File: src/rtl/bsoc_pkg.sv
// Types and constants of the barometric second-order compensation block.
// No dependencies; used by every module of the block.
`default_nettype none

package bsoc_pkg;

    localparam int RAW_W   = 24;
    localparam int COEFF_W = 16;
    localparam int TERM_W  = 48;
    localparam int MUL_W   = 26;
    localparam int PROD_W  = 2 * MUL_W;
    localparam int TEMP_W  = 19;
    localparam int PRES_W  = 32;
    localparam int CFG_ADDR_W = 3;

    localparam logic [CFG_ADDR_W-1:0] CFG_SENS_BASE   = 3'd0;
    localparam logic [CFG_ADDR_W-1:0] CFG_OFFSET_BASE = 3'd1;
    localparam logic [CFG_ADDR_W-1:0] CFG_SENS_TEMP   = 3'd2;
    localparam logic [CFG_ADDR_W-1:0] CFG_OFFSET_TEMP = 3'd3;
    localparam logic [CFG_ADDR_W-1:0] CFG_REF_TEMP    = 3'd4;
    localparam logic [CFG_ADDR_W-1:0] CFG_TEMP_SLOPE  = 3'd5;

    localparam logic [1:0] STATUS_OK       = 2'd0;
    localparam logic [1:0] STATUS_BAD_RAW  = 2'd1;
    localparam logic [1:0] STATUS_NO_TERMS = 2'd2;

    localparam logic KIND_TEMP = 1'b0;
    localparam logic KIND_PRES = 1'b1;

    localparam logic [RAW_W-1:0] RAW_ALL_ONES = 24'hFFFFFF;

    localparam logic signed [20:0] TEMP_REF = 21'sd2000;
    localparam logic signed [20:0] TEMP_LOW = -21'sd1500;

    localparam logic signed [MUL_W-1:0] OFF2_F_SCALE = 26'sd61;
    localparam logic signed [MUL_W-1:0] OFF2_G_SCALE = 26'sd15;

    localparam int TEMP_SLOPE_SHIFT  = 23;
    localparam int OFFSET_TEMP_SHIFT = 6;
    localparam int SENS_TEMP_SHIFT   = 7;
    localparam int OFF2_SHIFT        = 4;
    localparam int SENS2_F_SHIFT     = 1;
    localparam int SENS2_G_SHIFT     = 3;
    localparam int T2_SHIFT          = 31;
    localparam int PRES_PROD_SHIFT   = 21;
    localparam int PRES_FINAL_SHIFT  = 15;
    localparam int SENS_SPLIT        = 24;

    localparam logic signed [TEMP_W-1:0] TEMP_MAX = 19'sh3FFFF;
    localparam logic signed [TEMP_W-1:0] TEMP_MIN = 19'sh40000;
    localparam logic signed [PRES_W-1:0] PRES_MAX = 32'sh7FFFFFFF;
    localparam logic signed [PRES_W-1:0] PRES_MIN = 32'sh80000000;

    typedef struct packed {
        logic [COEFF_W-1:0] sens_base;
        logic [COEFF_W-1:0] offset_base;
        logic [COEFF_W-1:0] sens_temp;
        logic [COEFF_W-1:0] offset_temp;
        logic [COEFF_W-1:0] ref_temp;
        logic [COEFF_W-1:0] temp_slope;
    } cfg_t;

    typedef struct packed {
        logic                     sample_kind;
        logic [1:0]               status;
        logic signed [TEMP_W-1:0] temperature_centi;
        logic signed [PRES_W-1:0] pressure_pa;
    } res_t;

endpackage

`default_nettype wire

File: src/rtl/bsoc_mul.sv
// Shared signed multiplier with a registered product.
// Depends on bsoc_pkg for the operand width.
`default_nettype none

module bsoc_mul (
    input  wire logic                                 aclk,
    input  wire logic signed [bsoc_pkg::MUL_W-1:0]    mul_a,
    input  wire logic signed [bsoc_pkg::MUL_W-1:0]    mul_b,
    output logic signed      [bsoc_pkg::PROD_W-1:0]   prod
);

    logic signed [bsoc_pkg::PROD_W-1:0] prod_reg;
    logic signed [bsoc_pkg::PROD_W-1:0] prod_next;

    assign prod_next = mul_a * mul_b;

    always_ff @(posedge aclk) begin
        prod_reg <= prod_next;
    end

    assign prod = prod_reg;

endmodule

`default_nettype wire

File: src/rtl/bsoc_core.sv
// Sequencer and datapath of the compensation block: drives the shared multiplier,
// accumulates the terms and keeps the stored offset and sensitivity. Uses bsoc_pkg, bsoc_mul.
`default_nettype none

module bsoc_core (
    input  wire logic                          aclk,
    input  wire logic                          aresetn,
    input  wire logic                          in_valid,
    output logic                               in_ready,
    input  wire logic                          in_kind,
    input  wire logic [bsoc_pkg::RAW_W-1:0]    in_raw,
    input  wire bsoc_pkg::cfg_t                cfg,
    output logic                               res_valid,
    input  wire logic                          res_ready,
    output bsoc_pkg::res_t                     res
);

    localparam logic [4:0] S_IDLE  = 5'd0;
    localparam logic [4:0] S_CHECK = 5'd1;
    localparam logic [4:0] S_T1    = 5'd2;
    localparam logic [4:0] S_T2    = 5'd3;
    localparam logic [4:0] S_T3    = 5'd4;
    localparam logic [4:0] S_T4    = 5'd5;
    localparam logic [4:0] S_T5    = 5'd6;
    localparam logic [4:0] S_T6    = 5'd7;
    localparam logic [4:0] S_T7    = 5'd8;
    localparam logic [4:0] S_T8    = 5'd9;
    localparam logic [4:0] S_T9    = 5'd10;
    localparam logic [4:0] S_T10   = 5'd11;
    localparam logic [4:0] S_T11   = 5'd12;
    localparam logic [4:0] S_TFIN  = 5'd13;
    localparam logic [4:0] S_P1    = 5'd14;
    localparam logic [4:0] S_P2    = 5'd15;
    localparam logic [4:0] S_P3    = 5'd16;
    localparam logic [4:0] S_P4    = 5'd17;
    localparam logic [4:0] S_P5    = 5'd18;
    localparam logic [4:0] S_OUT   = 5'd19;

    logic [4:0] step_reg, step_next;
    logic       kind_reg, kind_next;
    logic [bsoc_pkg::RAW_W-1:0] raw_reg, raw_next;
    logic signed [24:0] dt_reg, dt_next;
    logic signed [20:0] temp_reg, temp_next;
    logic [17:0]        t2_reg, t2_next;
    logic signed [bsoc_pkg::TERM_W-1:0] off_acc_reg, off_acc_next;
    logic signed [bsoc_pkg::TERM_W-1:0] sens_acc_reg, sens_acc_next;
    logic signed [bsoc_pkg::TERM_W-1:0] offset_term_reg, offset_term_next;
    logic signed [bsoc_pkg::TERM_W-1:0] sens_term_reg, sens_term_next;
    logic       terms_valid_reg, terms_valid_next;
    logic signed [71:0] pacc_reg, pacc_next;
    logic signed [52:0] x_reg, x_next;
    bsoc_pkg::res_t     res_reg, res_next;

    logic signed [bsoc_pkg::MUL_W-1:0]  mul_a;
    logic signed [bsoc_pkg::MUL_W-1:0]  mul_b;
    logic signed [bsoc_pkg::PROD_W-1:0] prod;

    logic signed [bsoc_pkg::PROD_W-1:0] prod_sr_slope;
    logic signed [bsoc_pkg::PROD_W-1:0] prod_sr_off;
    logic signed [bsoc_pkg::PROD_W-1:0] prod_sr_sens;
    logic signed [bsoc_pkg::PROD_W-1:0] prod_sr_off2;
    logic signed [bsoc_pkg::PROD_W-1:0] prod_sl_f;
    logic signed [bsoc_pkg::PROD_W-1:0] prod_sl_g;
    logic signed [71:0] prod_ext;
    logic signed [71:0] prod_hi_shl;
    logic signed [71:0] pacc_sr;
    logic signed [52:0] pres_full;
    logic signed [20:0] d1;
    logic signed [20:0] d2;
    logic signed [21:0] temp_full;
    logic signed [bsoc_pkg::MUL_W-1:0] dt_op;
    logic signed [bsoc_pkg::MUL_W-1:0] d1_op;
    logic signed [bsoc_pkg::MUL_W-1:0] d2_op;
    logic signed [bsoc_pkg::MUL_W-1:0] prod_op;
    logic signed [bsoc_pkg::MUL_W-1:0] raw_op;
    logic signed [bsoc_pkg::MUL_W-1:0] sens_lo_op;
    logic signed [bsoc_pkg::MUL_W-1:0] sens_hi_op;
    logic raw_bad;

    bsoc_mul u_mul (
        .aclk  (aclk),
        .mul_a (mul_a),
        .mul_b (mul_b),
        .prod  (prod)
    );

    assign prod_sr_slope = prod >>> bsoc_pkg::TEMP_SLOPE_SHIFT;
    assign prod_sr_off   = prod >>> bsoc_pkg::OFFSET_TEMP_SHIFT;
    assign prod_sr_sens  = prod >>> bsoc_pkg::SENS_TEMP_SHIFT;
    assign prod_sr_off2  = prod >>> bsoc_pkg::OFF2_SHIFT;
    assign prod_sl_f     = prod <<< bsoc_pkg::SENS2_F_SHIFT;
    assign prod_sl_g     = prod <<< bsoc_pkg::SENS2_G_SHIFT;
    assign prod_ext      = signed'({{20{prod[bsoc_pkg::PROD_W-1]}}, prod});
    assign prod_hi_shl   = prod_ext <<< bsoc_pkg::SENS_SPLIT;
    assign pacc_sr       = pacc_reg >>> bsoc_pkg::PRES_PROD_SHIFT;
    assign pres_full     = x_reg >>> bsoc_pkg::PRES_FINAL_SHIFT;

    assign d1 = temp_reg - bsoc_pkg::TEMP_REF;
    assign d2 = temp_reg - bsoc_pkg::TEMP_LOW;
    assign temp_full = signed'({temp_reg[20], temp_reg}) - signed'({4'b0, t2_reg});

    assign dt_op      = signed'({dt_reg[24], dt_reg});
    assign d1_op      = signed'({{5{d1[20]}}, d1});
    assign d2_op      = signed'({{5{d2[20]}}, d2});
    assign prod_op    = signed'(prod[bsoc_pkg::MUL_W-1:0]);
    assign raw_op     = signed'({2'b0, raw_reg});
    assign sens_lo_op = signed'({2'b0, sens_term_reg[23:0]});
    assign sens_hi_op = signed'({{2{sens_term_reg[47]}}, sens_term_reg[47:24]});

    assign raw_bad = (raw_reg == '0) || (raw_reg == bsoc_pkg::RAW_ALL_ONES);

    always_comb begin
        step_next        = step_reg;
        kind_next        = kind_reg;
        raw_next         = raw_reg;
        dt_next          = dt_reg;
        temp_next        = temp_reg;
        t2_next          = t2_reg;
        off_acc_next     = off_acc_reg;
        sens_acc_next    = sens_acc_reg;
        offset_term_next = offset_term_reg;
        sens_term_next   = sens_term_reg;
        terms_valid_next = terms_valid_reg;
        pacc_next        = pacc_reg;
        x_next           = x_reg;
        res_next         = res_reg;
        mul_a            = '0;
        mul_b            = '0;

        case (step_reg)
            S_IDLE: begin
                if (in_valid) begin
                    kind_next = in_kind;
                    raw_next  = in_raw;
                    step_next = S_CHECK;
                end
            end
            S_CHECK: begin
                res_next.sample_kind       = kind_reg;
                res_next.status            = bsoc_pkg::STATUS_OK;
                res_next.temperature_centi = '0;
                res_next.pressure_pa       = '0;
                t2_next = '0;
                dt_next = signed'({1'b0, raw_reg}) - signed'({1'b0, cfg.ref_temp, 8'b0});
                if (raw_bad) begin
                    res_next.status = bsoc_pkg::STATUS_BAD_RAW;
                    if (kind_reg == bsoc_pkg::KIND_TEMP) begin
                        offset_term_next = '0;
                        sens_term_next   = '0;
                        terms_valid_next = 1'b0;
                    end
                    step_next = S_OUT;
                end else if (kind_reg == bsoc_pkg::KIND_TEMP) begin
                    step_next = S_T1;
                end else if (!terms_valid_reg) begin
                    res_next.status = bsoc_pkg::STATUS_NO_TERMS;
                    step_next = S_OUT;
                end else begin
                    step_next = S_P1;
                end
            end
            S_T1: begin
                mul_a     = dt_op;
                mul_b     = signed'({10'b0, cfg.temp_slope});
                step_next = S_T2;
            end
            S_T2: begin
                temp_next = bsoc_pkg::TEMP_REF + signed'(prod_sr_slope[20:0]);
                mul_a     = dt_op;
                mul_b     = signed'({10'b0, cfg.offset_temp});
                step_next = S_T3;
            end
            S_T3: begin
                off_acc_next = signed'({15'b0, cfg.offset_base, 17'b0})
                             + signed'(prod_sr_off[bsoc_pkg::TERM_W-1:0]);
                mul_a     = dt_op;
                mul_b     = signed'({10'b0, cfg.sens_temp});
                step_next = S_T4;
            end
            S_T4: begin
                sens_acc_next = signed'({16'b0, cfg.sens_base, 16'b0})
                              + signed'(prod_sr_sens[bsoc_pkg::TERM_W-1:0]);
                if (temp_reg < bsoc_pkg::TEMP_REF) begin
                    mul_a     = dt_op;
                    mul_b     = dt_op;
                    step_next = S_T5;
                end else begin
                    step_next = S_TFIN;
                end
            end
            S_T5: begin
                t2_next   = prod[48:bsoc_pkg::T2_SHIFT];
                mul_a     = d1_op;
                mul_b     = d1_op;
                step_next = S_T6;
            end
            S_T6: begin
                sens_acc_next = sens_acc_reg - signed'(prod_sl_f[bsoc_pkg::TERM_W-1:0]);
                mul_a     = d1_op;
                mul_b     = bsoc_pkg::OFF2_F_SCALE;
                step_next = S_T7;
            end
            S_T7: begin
                mul_a     = prod_op;
                mul_b     = d1_op;
                step_next = S_T8;
            end
            S_T8: begin
                off_acc_next = off_acc_reg - signed'(prod_sr_off2[bsoc_pkg::TERM_W-1:0]);
                if (temp_reg < bsoc_pkg::TEMP_LOW) begin
                    mul_a     = d2_op;
                    mul_b     = d2_op;
                    step_next = S_T9;
                end else begin
                    step_next = S_TFIN;
                end
            end
            S_T9: begin
                sens_acc_next = sens_acc_reg - signed'(prod_sl_g[bsoc_pkg::TERM_W-1:0]);
                mul_a     = d2_op;
                mul_b     = bsoc_pkg::OFF2_G_SCALE;
                step_next = S_T10;
            end
            S_T10: begin
                mul_a     = prod_op;
                mul_b     = d2_op;
                step_next = S_T11;
            end
            S_T11: begin
                off_acc_next = off_acc_reg - signed'(prod[bsoc_pkg::TERM_W-1:0]);
                step_next    = S_TFIN;
            end
            S_TFIN: begin
                if (!temp_full[21] && (temp_full[20:18] != 3'b000)) begin
                    res_next.temperature_centi = bsoc_pkg::TEMP_MAX;
                end else if (temp_full[21] && (temp_full[20:18] != 3'b111)) begin
                    res_next.temperature_centi = bsoc_pkg::TEMP_MIN;
                end else begin
                    res_next.temperature_centi = signed'(temp_full[18:0]);
                end
                offset_term_next = off_acc_reg;
                sens_term_next   = sens_acc_reg;
                terms_valid_next = 1'b1;
                step_next        = S_OUT;
            end
            S_P1: begin
                mul_a     = raw_op;
                mul_b     = sens_lo_op;
                step_next = S_P2;
            end
            S_P2: begin
                pacc_next = prod_ext;
                mul_a     = raw_op;
                mul_b     = sens_hi_op;
                step_next = S_P3;
            end
            S_P3: begin
                pacc_next = pacc_reg + prod_hi_shl;
                step_next = S_P4;
            end
            S_P4: begin
                x_next = signed'(pacc_sr[52:0])
                       - signed'({{5{offset_term_reg[47]}}, offset_term_reg});
                step_next = S_P5;
            end
            S_P5: begin
                if (!pres_full[52] && (pres_full[51:31] != '0)) begin
                    res_next.pressure_pa = bsoc_pkg::PRES_MAX;
                end else if (pres_full[52] && (pres_full[51:31] != '1)) begin
                    res_next.pressure_pa = bsoc_pkg::PRES_MIN;
                end else begin
                    res_next.pressure_pa = signed'(pres_full[31:0]);
                end
                step_next = S_OUT;
            end
            S_OUT: begin
                if (res_ready) begin
                    step_next = S_IDLE;
                end
            end
            default: begin
                step_next = S_IDLE;
            end
        endcase
    end

    always_ff @(posedge aclk) begin
        if (!aresetn) begin
            step_reg        <= S_IDLE;
            terms_valid_reg <= 1'b0;
            offset_term_reg <= '0;
            sens_term_reg   <= '0;
        end else begin
            step_reg        <= step_next;
            terms_valid_reg <= terms_valid_next;
            offset_term_reg <= offset_term_next;
            sens_term_reg   <= sens_term_next;
        end
    end

    always_ff @(posedge aclk) begin
        kind_reg     <= kind_next;
        raw_reg      <= raw_next;
        dt_reg       <= dt_next;
        temp_reg     <= temp_next;
        t2_reg       <= t2_next;
        off_acc_reg  <= off_acc_next;
        sens_acc_reg <= sens_acc_next;
        pacc_reg     <= pacc_next;
        x_reg        <= x_next;
        res_reg      <= res_next;
    end

    assign in_ready  = (step_reg == S_IDLE);
    assign res_valid = (step_reg == S_OUT);
    assign res       = res_reg;

endmodule

`default_nettype wire

File: src/rtl/baro_second_order_compensation.sv
// Top level of the barometric second-order compensation block: configuration
// registers, the compute core and the output register. Uses bsoc_pkg and bsoc_core.
//
// Usage: raw conversion results enter on the s_ stream, one transfer per item, with
// s_tuser giving the kind (0 temperature, 1 pressure). Each item gives exactly one
// result transfer on the m_ stream carrying kind, status, temperature and pressure.
// Coefficients are written through cfg_we/cfg_addr/cfg_wdata; the user must write them
// only while the block is idle, as the block does not enforce it. Writes to indexes
// above five are ignored. One item is worked at a time on a single shared 26 by 26
// multiplier, one product per cycle. An invalid sample or a pressure sample without
// terms skips the multiplier; other samples run their multiply steps, a temperature
// sample with further steps below 20.00 C and again below -15.00 C. s_tready rises
// again in the cycle the result is loaded, so the next input can be taken while that
// result still waits for the receiver.
// When the receiver stalls, the finished result is held in the output register and a
// further finished item waits in the core until the register frees up.
// Reset clears the coefficients, the stored terms and their valid flag, and empties
// the output register.
`default_nettype none

module baro_second_order_compensation (
    input  wire logic        aclk,
    input  wire logic        aresetn,
    input  wire logic        s_tvalid,
    output logic             s_tready,
    input  wire logic [23:0] s_tdata,   // [23:0] raw_sample
    input  wire logic [0:0]  s_tuser,   // [0] kind
    output logic             m_tvalid,
    input  wire logic        m_tready,
    output logic [55:0]      m_tdata,   // [18:0] temperature_centi, [50:19] pressure_pa
    output logic [2:0]       m_tuser,   // [0] sample_kind, [2:1] status
    input  wire logic        cfg_we,
    input  wire logic [2:0]  cfg_addr,
    input  wire logic [15:0] cfg_wdata
);

    bsoc_pkg::cfg_t cfg_reg, cfg_next;
    bsoc_pkg::res_t m_res_reg, m_res_next;
    logic           m_valid_reg, m_valid_next;
    bsoc_pkg::res_t core_res;
    logic           core_res_valid;
    logic           core_res_ready;

    always_comb begin
        cfg_next = cfg_reg;
        if (cfg_we) begin
            case (cfg_addr)
                bsoc_pkg::CFG_SENS_BASE:   cfg_next.sens_base   = cfg_wdata;
                bsoc_pkg::CFG_OFFSET_BASE: cfg_next.offset_base = cfg_wdata;
                bsoc_pkg::CFG_SENS_TEMP:   cfg_next.sens_temp   = cfg_wdata;
                bsoc_pkg::CFG_OFFSET_TEMP: cfg_next.offset_temp = cfg_wdata;
                bsoc_pkg::CFG_REF_TEMP:    cfg_next.ref_temp    = cfg_wdata;
                bsoc_pkg::CFG_TEMP_SLOPE:  cfg_next.temp_slope  = cfg_wdata;
                default: begin
                    cfg_next = cfg_reg;
                end
            endcase
        end
    end

    bsoc_core u_core (
        .aclk      (aclk),
        .aresetn   (aresetn),
        .in_valid  (s_tvalid),
        .in_ready  (s_tready),
        .in_kind   (s_tuser[0]),
        .in_raw    (s_tdata),
        .cfg       (cfg_reg),
        .res_valid (core_res_valid),
        .res_ready (core_res_ready),
        .res       (core_res)
    );

    assign core_res_ready = !m_valid_reg || m_tready;

    always_comb begin
        m_res_next   = m_res_reg;
        m_valid_next = m_valid_reg;
        if (core_res_valid && core_res_ready) begin
            m_res_next   = core_res;
            m_valid_next = 1'b1;
        end else if (m_tready) begin
            m_valid_next = 1'b0;
        end
    end

    always_ff @(posedge aclk) begin
        if (!aresetn) begin
            cfg_reg     <= '0;
            m_valid_reg <= 1'b0;
        end else begin
            cfg_reg     <= cfg_next;
            m_valid_reg <= m_valid_next;
        end
    end

    always_ff @(posedge aclk) begin
        m_res_reg <= m_res_next;
    end

    assign m_tvalid = m_valid_reg;
    assign m_tdata  = {5'b0, m_res_reg.pressure_pa, m_res_reg.temperature_centi};
    assign m_tuser  = {m_res_reg.status, m_res_reg.sample_kind};

endmodule

`default_nettype wire

File: config.mk
export PLATFORM = sky130hd
export DESIGN_NAME = baro_second_order_compensation
export DESIGN_NICKNAME = d
export VERILOG_FILES = /design/src/rtl/bsoc_pkg.sv /design/src/rtl/bsoc_mul.sv /design/src/rtl/bsoc_core.sv /design/src/rtl/baro_second_order_compensation.sv
export SDC_FILE = /design/constraint.sdc
export NUM_CORES = 2
export LEC_CHECK = 0
export BUFFER_PORTS_ARGS = -buffer_cell sky130_fd_sc_hd__buf_2
export CAP_MARGIN = 20
export CORE_UTILIZATION = 35
export DETAILED_ROUTE_END_ITERATION = 8
export PLACE_DENSITY = 0.58
export SLEW_MARGIN = 5
export SYNTH_ARGS = -nofsm -noshare
export SYNTH_HDL_FRONTEND = slang
export SYNTH_HIERARCHICAL = 1
export SYNTH_SLANG_ARGS = --single-unit
File: constraint.sdc
create_clock -name aclk -period 17.2 [get_ports aclk]
set_input_delay 1.72 -clock aclk [delete_from_list [all_inputs] [get_ports aclk]]
set_output_delay 1.72 -clock aclk [all_outputs]
set_load 0.02 [all_outputs]
# Yosys cells after proc, flatten, opt, wreduce, memory -nomap -nowiden
# Index checks and enable logic that the tools add are counted.
# Widths: inputs -> output; s select.
# classes
mul,1
reduce_logical,38
eq_ne,31
mux,33
n_bitwise,1
n_lt_le_gt_ge,2
addsub,13
# op_table
cell,n
$pmux 48 s3,2
$pmux 26 s11,1
$pmux 48 s2,2
$sub 48x48->48,4
$pmux 26 s7,1
$pmux 72 s2,1
$mux 48,2
$pmux 5 s19,1
$add 72x72->72,1
$mux 32,2
$pmux 32 s2,1
$mul 26x26->52,1
$mux 26,2
$sub 51x48->52,1
$add 34x46->47,1
$add 33x45->46,1
$lt 21x12->1 const B,2
$sub 21x12->21 const B,2
$eq 5x4->1 const B,8
$mux 19,2
$pmux 19 s2,1
$pmux 18 s2,1
$mux 5,5
$sub 24x24->25,1
33 further kinds,73
# word_totals
regBits,669
elab_cells,149
in_bits,49

# Logic depth before layout (Yosys ltp)
# logic_depth
word_depth,6
mapped_depth,42
ltp_nobuf,41

# Hierarchy
# Netlist, hierarchy kept.
# by_module_without_submodules
mod,cells_per_inst,area_per_inst_um2,seq_area_each_um2,n_inst
bsoc_core,4058,34690.8,11861.4,1
bsoc_mul,2752,25594.5,1041.0,1
baro_second_order_compensation,400,5210.0,3563.4,1

# Least setup slack after synthesis
# No wires, ideal clock.
# synth_timing
path_kind,reg2reg
start,reg u_core.temp_reg[4]
end,reg u_core.u_mul.prod_reg (netlist bit u_core/u_mul/prod[50])
t_required_ns,17.127
path_buffers,2
t_arrival_ns,9.606
setup_time_ns,0.073
slack_ns,7.520
synth_period_minus_slack_ns,9.680
path_stages_with_launch,38
path_cell_list,edfxtp_1 o31ai_1 nand2b_1 or3_1 a21oi_1 nor2_1 nand2_1 xor2_1 or3_1 ha_1 o21ai_0 nand2_1 clkbuf_1 o21ai_0 clkbuf_1 nand2_1 fa_1 inv_1 [2 not listed] fa_1 inv_1 fa_1 inv_1 fa_1 inv_1 fa_1 inv_1 fa_1 inv_1 ha_1 inv_1 or3_4 o21a_2 a211oi_2 a211oi_2 or4_1 o211ai_2
# synth_between
elab_chain_len,4
elab_cells_between_ends,9
cone_classes,2 x add/sub; 1 x mul; 2 x order compare; 4 x mux
# synth_lines
item,line_no,rtl
"start, declared",bsoc_core.sv:43,"logic signed [20:0] temp_reg, temp_next;"
"start signal, assigned",bsoc_core.sv:305,temp_reg <= temp_next;
$sub 21x12->21 (tied with other cells),bsoc_core.sv:99,assign d2 = temp_reg - bsoc_pkg::TEMP_LOW;
"$mux 26, on equally long branches","bsoc_core.sv:210, bsoc_core.sv:183",
$pmux 26 s7 (*),bsoc_core.sv:130,case (step_reg)
"via u_core.mul_a, one bit",bsoc_core.sv:54,logic signed [bsoc_pkg::MUL_W-1:0] mul_a;
$mul 26x26->52 (*),bsoc_mul.sv:15,assign prod_next = mul_a * mul_b;
"via u_core.u_mul.prod_next, one bit",bsoc_mul.sv:13,logic signed [bsoc_pkg::PROD_W-1:0] prod_next;
"end signal, assigned",bsoc_mul.sv:18,prod_reg <= prod_next;
"end, declared",bsoc_mul.sv:12,logic signed [bsoc_pkg::PROD_W-1:0] prod_reg;
# The timed path passes the listed nets; every way through them passes the cells marked *.
# A chain may end at the register's enable or synchronous reset.

# Final worst setup path
# layout_timing
start,reg u_core.temp_reg[4]
end,reg u_core.u_mul.prod_reg (netlist bit u_core/u_mul/prod[50])
# layout_between
elab_chain_len,4
elab_cells_between_ends,9
cone_classes,2 x add/sub; 1 x mul; 2 x order compare; 4 x mux
# layout_lines
item,line_no,rtl
$sub 21x12->21 (tied with other cells),bsoc_core.sv:99,
"$mux 26, on equally long branches","bsoc_core.sv:210, bsoc_core.sv:183",
$pmux 26 s11 (*),bsoc_core.sv:130,
"via u_core.mul_b, one bit",bsoc_core.sv:55,logic signed [bsoc_pkg::MUL_W-1:0] mul_b;
$mul 26x26->52 (*),bsoc_mul.sv:15,
"via u_core.u_mul.prod_next, one bit",bsoc_mul.sv:13,
# Marks and branches as above.

==> metrics.txt <==
hold buffers post-CTS 0; Tcrit/Tclk final 65.0%; number of max-cap violations 0; Synth Area in Adders 30.6%; Final nets 8,414; largest family of logic cells by synthesized area adder cells; Crit path required time 17.84 ns; Top Metal Used met5; CP arrival 11.83 ns; slew margin rel. 21.7%; Root Buffer clkbuf_16; DR WL met2 108,000 µm; Final Critical Period 11.18 ns; setup TNS 0 ns; proportion of layout cells with a drive suffix above 1 6.33%; Multi-input gate area 0.0444 mm²; clk sink count 632; I/O pin cnt 110; number of global-route vias before repair 53,181; met3 WL post-DR 17,200 µm; worst slack, placed 6.04 ns; ys async rst share 0%; # resized after CTS 0; Placed Cells 9,590; Max rail drop VDD 0.0865 mV; GRT overflow 0; DR iter-0 viols 4,874; most frequent cells in the layout inv_1, nand2_1, fa_1, ha_1, edfxtp_1; post-synthesis cell count 7,210; Post-Route WL 234,000 µm; design area 0.0717 mm²; most common cell after layout, fill and taps aside inv_1; endpoints failing setup 0; Top FF cell, synth edfxtp_1; Synth Area per Inst 9.08 µm²; DP Area 0.0690 mm²; synthesized area 0.0655 mm²; critical setup path kind reg -> reg; RSZ-0062 raised after global routing no; Critical Path Max Stage Delay 0.66 ns; Final Max Slew Viols 0; Filler cells 18,717; post-route non-filler standard cell count 9,741; die area 0.189 mm²; DP HPWL 177,000 µm; Post-Synth Simple-Gate Area 15.3%; PnR Total Power 7.51 mW; Worst Max-Slew Pin Slew 1.17 ns; max FFs per register 96; Vias 53,476; Antenna Nets Post-Route 0; P per Cell Area 105 mW/mm²; Synth Area in Compound Gates 15.2%; GRT Total Usage 24.6%; Worst Hold Margin 0.406 ns; CTS buffer count 74; Post-Synth XOR/XNOR Area 4.60%; CP max-delay cell fa_1; leak pwr 31.5 nW; initial antenna violation count 12; DRC Markers 0; Vias/cell 5.49; clk_lat worst skew 0.72 ns; largest cells by area after synthesis fa_1, edfxtp_1, ha_1; post-CTS setup buffers 0; # rows 158; I/O Buffers 104; largest area contributor in the netlist fa_1; skew final 0.0577 ns; Final Core Density 38.6%; synth unique cells 102; Worst Path Max Fanout 26; Final WS setup 6.02 ns; status completed; Yosys top cell area share 21.9%; Initial DRT Pass Iterations 6; Core ar. 0.186 mm²; sequential area share after synthesis 25.1%; CP startpoint kind register; CP dominant cell by count fa_1; Yosys reg bits 632; Worst Setup End Kind register; Syn. warnings 6; gpl congestion 0.962; M1 WL 95,000 µm; Clock transition at path regs 0.06 ns; multiplexer share of the synthesized area 1.66%; largest net degree at the start of global routing 116; routed len/inst 24.0 µm; area grow syn2layout 9.53%; first-pass GRT wire length 346,000 µm; CTS tree done; y dimension of the die 435 µm; Max Root-Sink Buffers 3; Die X 435 µm; Final Hold Fails 0; # H-tree levels 3; Hold Path Class reg -> reg; number of flops mapped to enable cells by yosys 381; Seq. cell area 0.0165 mm²; Starting Density 35.3%; fmax 0.0894 GHz
-- final cells by class --
| cell class | count | share of cell area, % |
|---|---|---|
| sequential | 632 | 23.0 |
| clock buffer | 98 | 2.97 |
| antenna | 6 | 0.0209 |
| multi-input combinational | 5292 | 62.0 |
| timing repair buffer | 226 | 2.17 |
| tap | 2480 | 4.33 |
| inverter | 969 | 5.07 |
| clock inverter | 38 | 0.522 |
-- cell usage after synthesis (all sizes together), types with 21 or more instances --
library cell / instances
a211oi: 39
a21boi: 118
a21o: 150
a21oi: 381
a221oi: 22
a222oi: 24
a22oi: 64
a31oi: 43
and2: 297
and3: 47
buf: 39
clkbuf: 282
dfxtp: 251
edfxtp: 381
fa: 718
ha: 452
inv: 968
mux2i: 105
nand2: 936
nand2b: 51
nand3: 183
nand4: 47
nor2: 381
nor2b: 52
nor3: 62
o2111ai: 21
o211ai: 44
o21a: 64
o21ai: 320
o21bai: 47
o31ai: 21
or3: 25
xnor2: 209
xor2: 135
-- metal layers --
metal	vias to the layer above	GRT usage, %
met3	431	4.11
met1	26865	31.2
met2	2047	40.4
met5	-	0
li1	24131	-
met4	2	12.8
-- power breakdown --
group          leakage, nW  internal [mW]  switching [mW]
sequential            5.57           1.94           0.238
combinational         24.7           1.19            2.49
clock                 1.21          0.917           0.730
total                 31.5           4.05            3.46
-- critical path: cells and delay by family, from the launching register on --
kind                     cells  cell delay [ns]
flip-flops                   1             0.53
AND/OR/NAND/NOR             11             2.29
buffers and inverters        6             1.01
AO/OA/AOI/OAI               10             2.72
adder cells (fa/ha/maj)      9             4.45
XOR/XNOR                     1             0.06
-- cell families after synthesis --
family	Yosys count
XOR/XNOR	344
buffers and inverters	1290
adder cells (fa/ha/maj)	1170
multiplexers	108
AND/OR/NAND/NOR	2164
flip-flops	632
other	1
AO/OA/AOI/OAI	1501
-- final timing paths --
kind                                         endpoint          startpoint  slack [ns]  cells past startpoint
worst max-delay path            u_core/u_mul/prod[50]  u_core/temp_reg[4]        6.02                     37
worst min-delay path                      m_tdata[25]       u_core/res[6]        0.41                      0
worst max register to register  u_core/u_mul/prod[50]  u_core/temp_reg[4]        6.02                     37
worst min register to register            m_tdata[25]       u_core/res[6]        0.41                      0
Power figures use the tool's default switching activity.
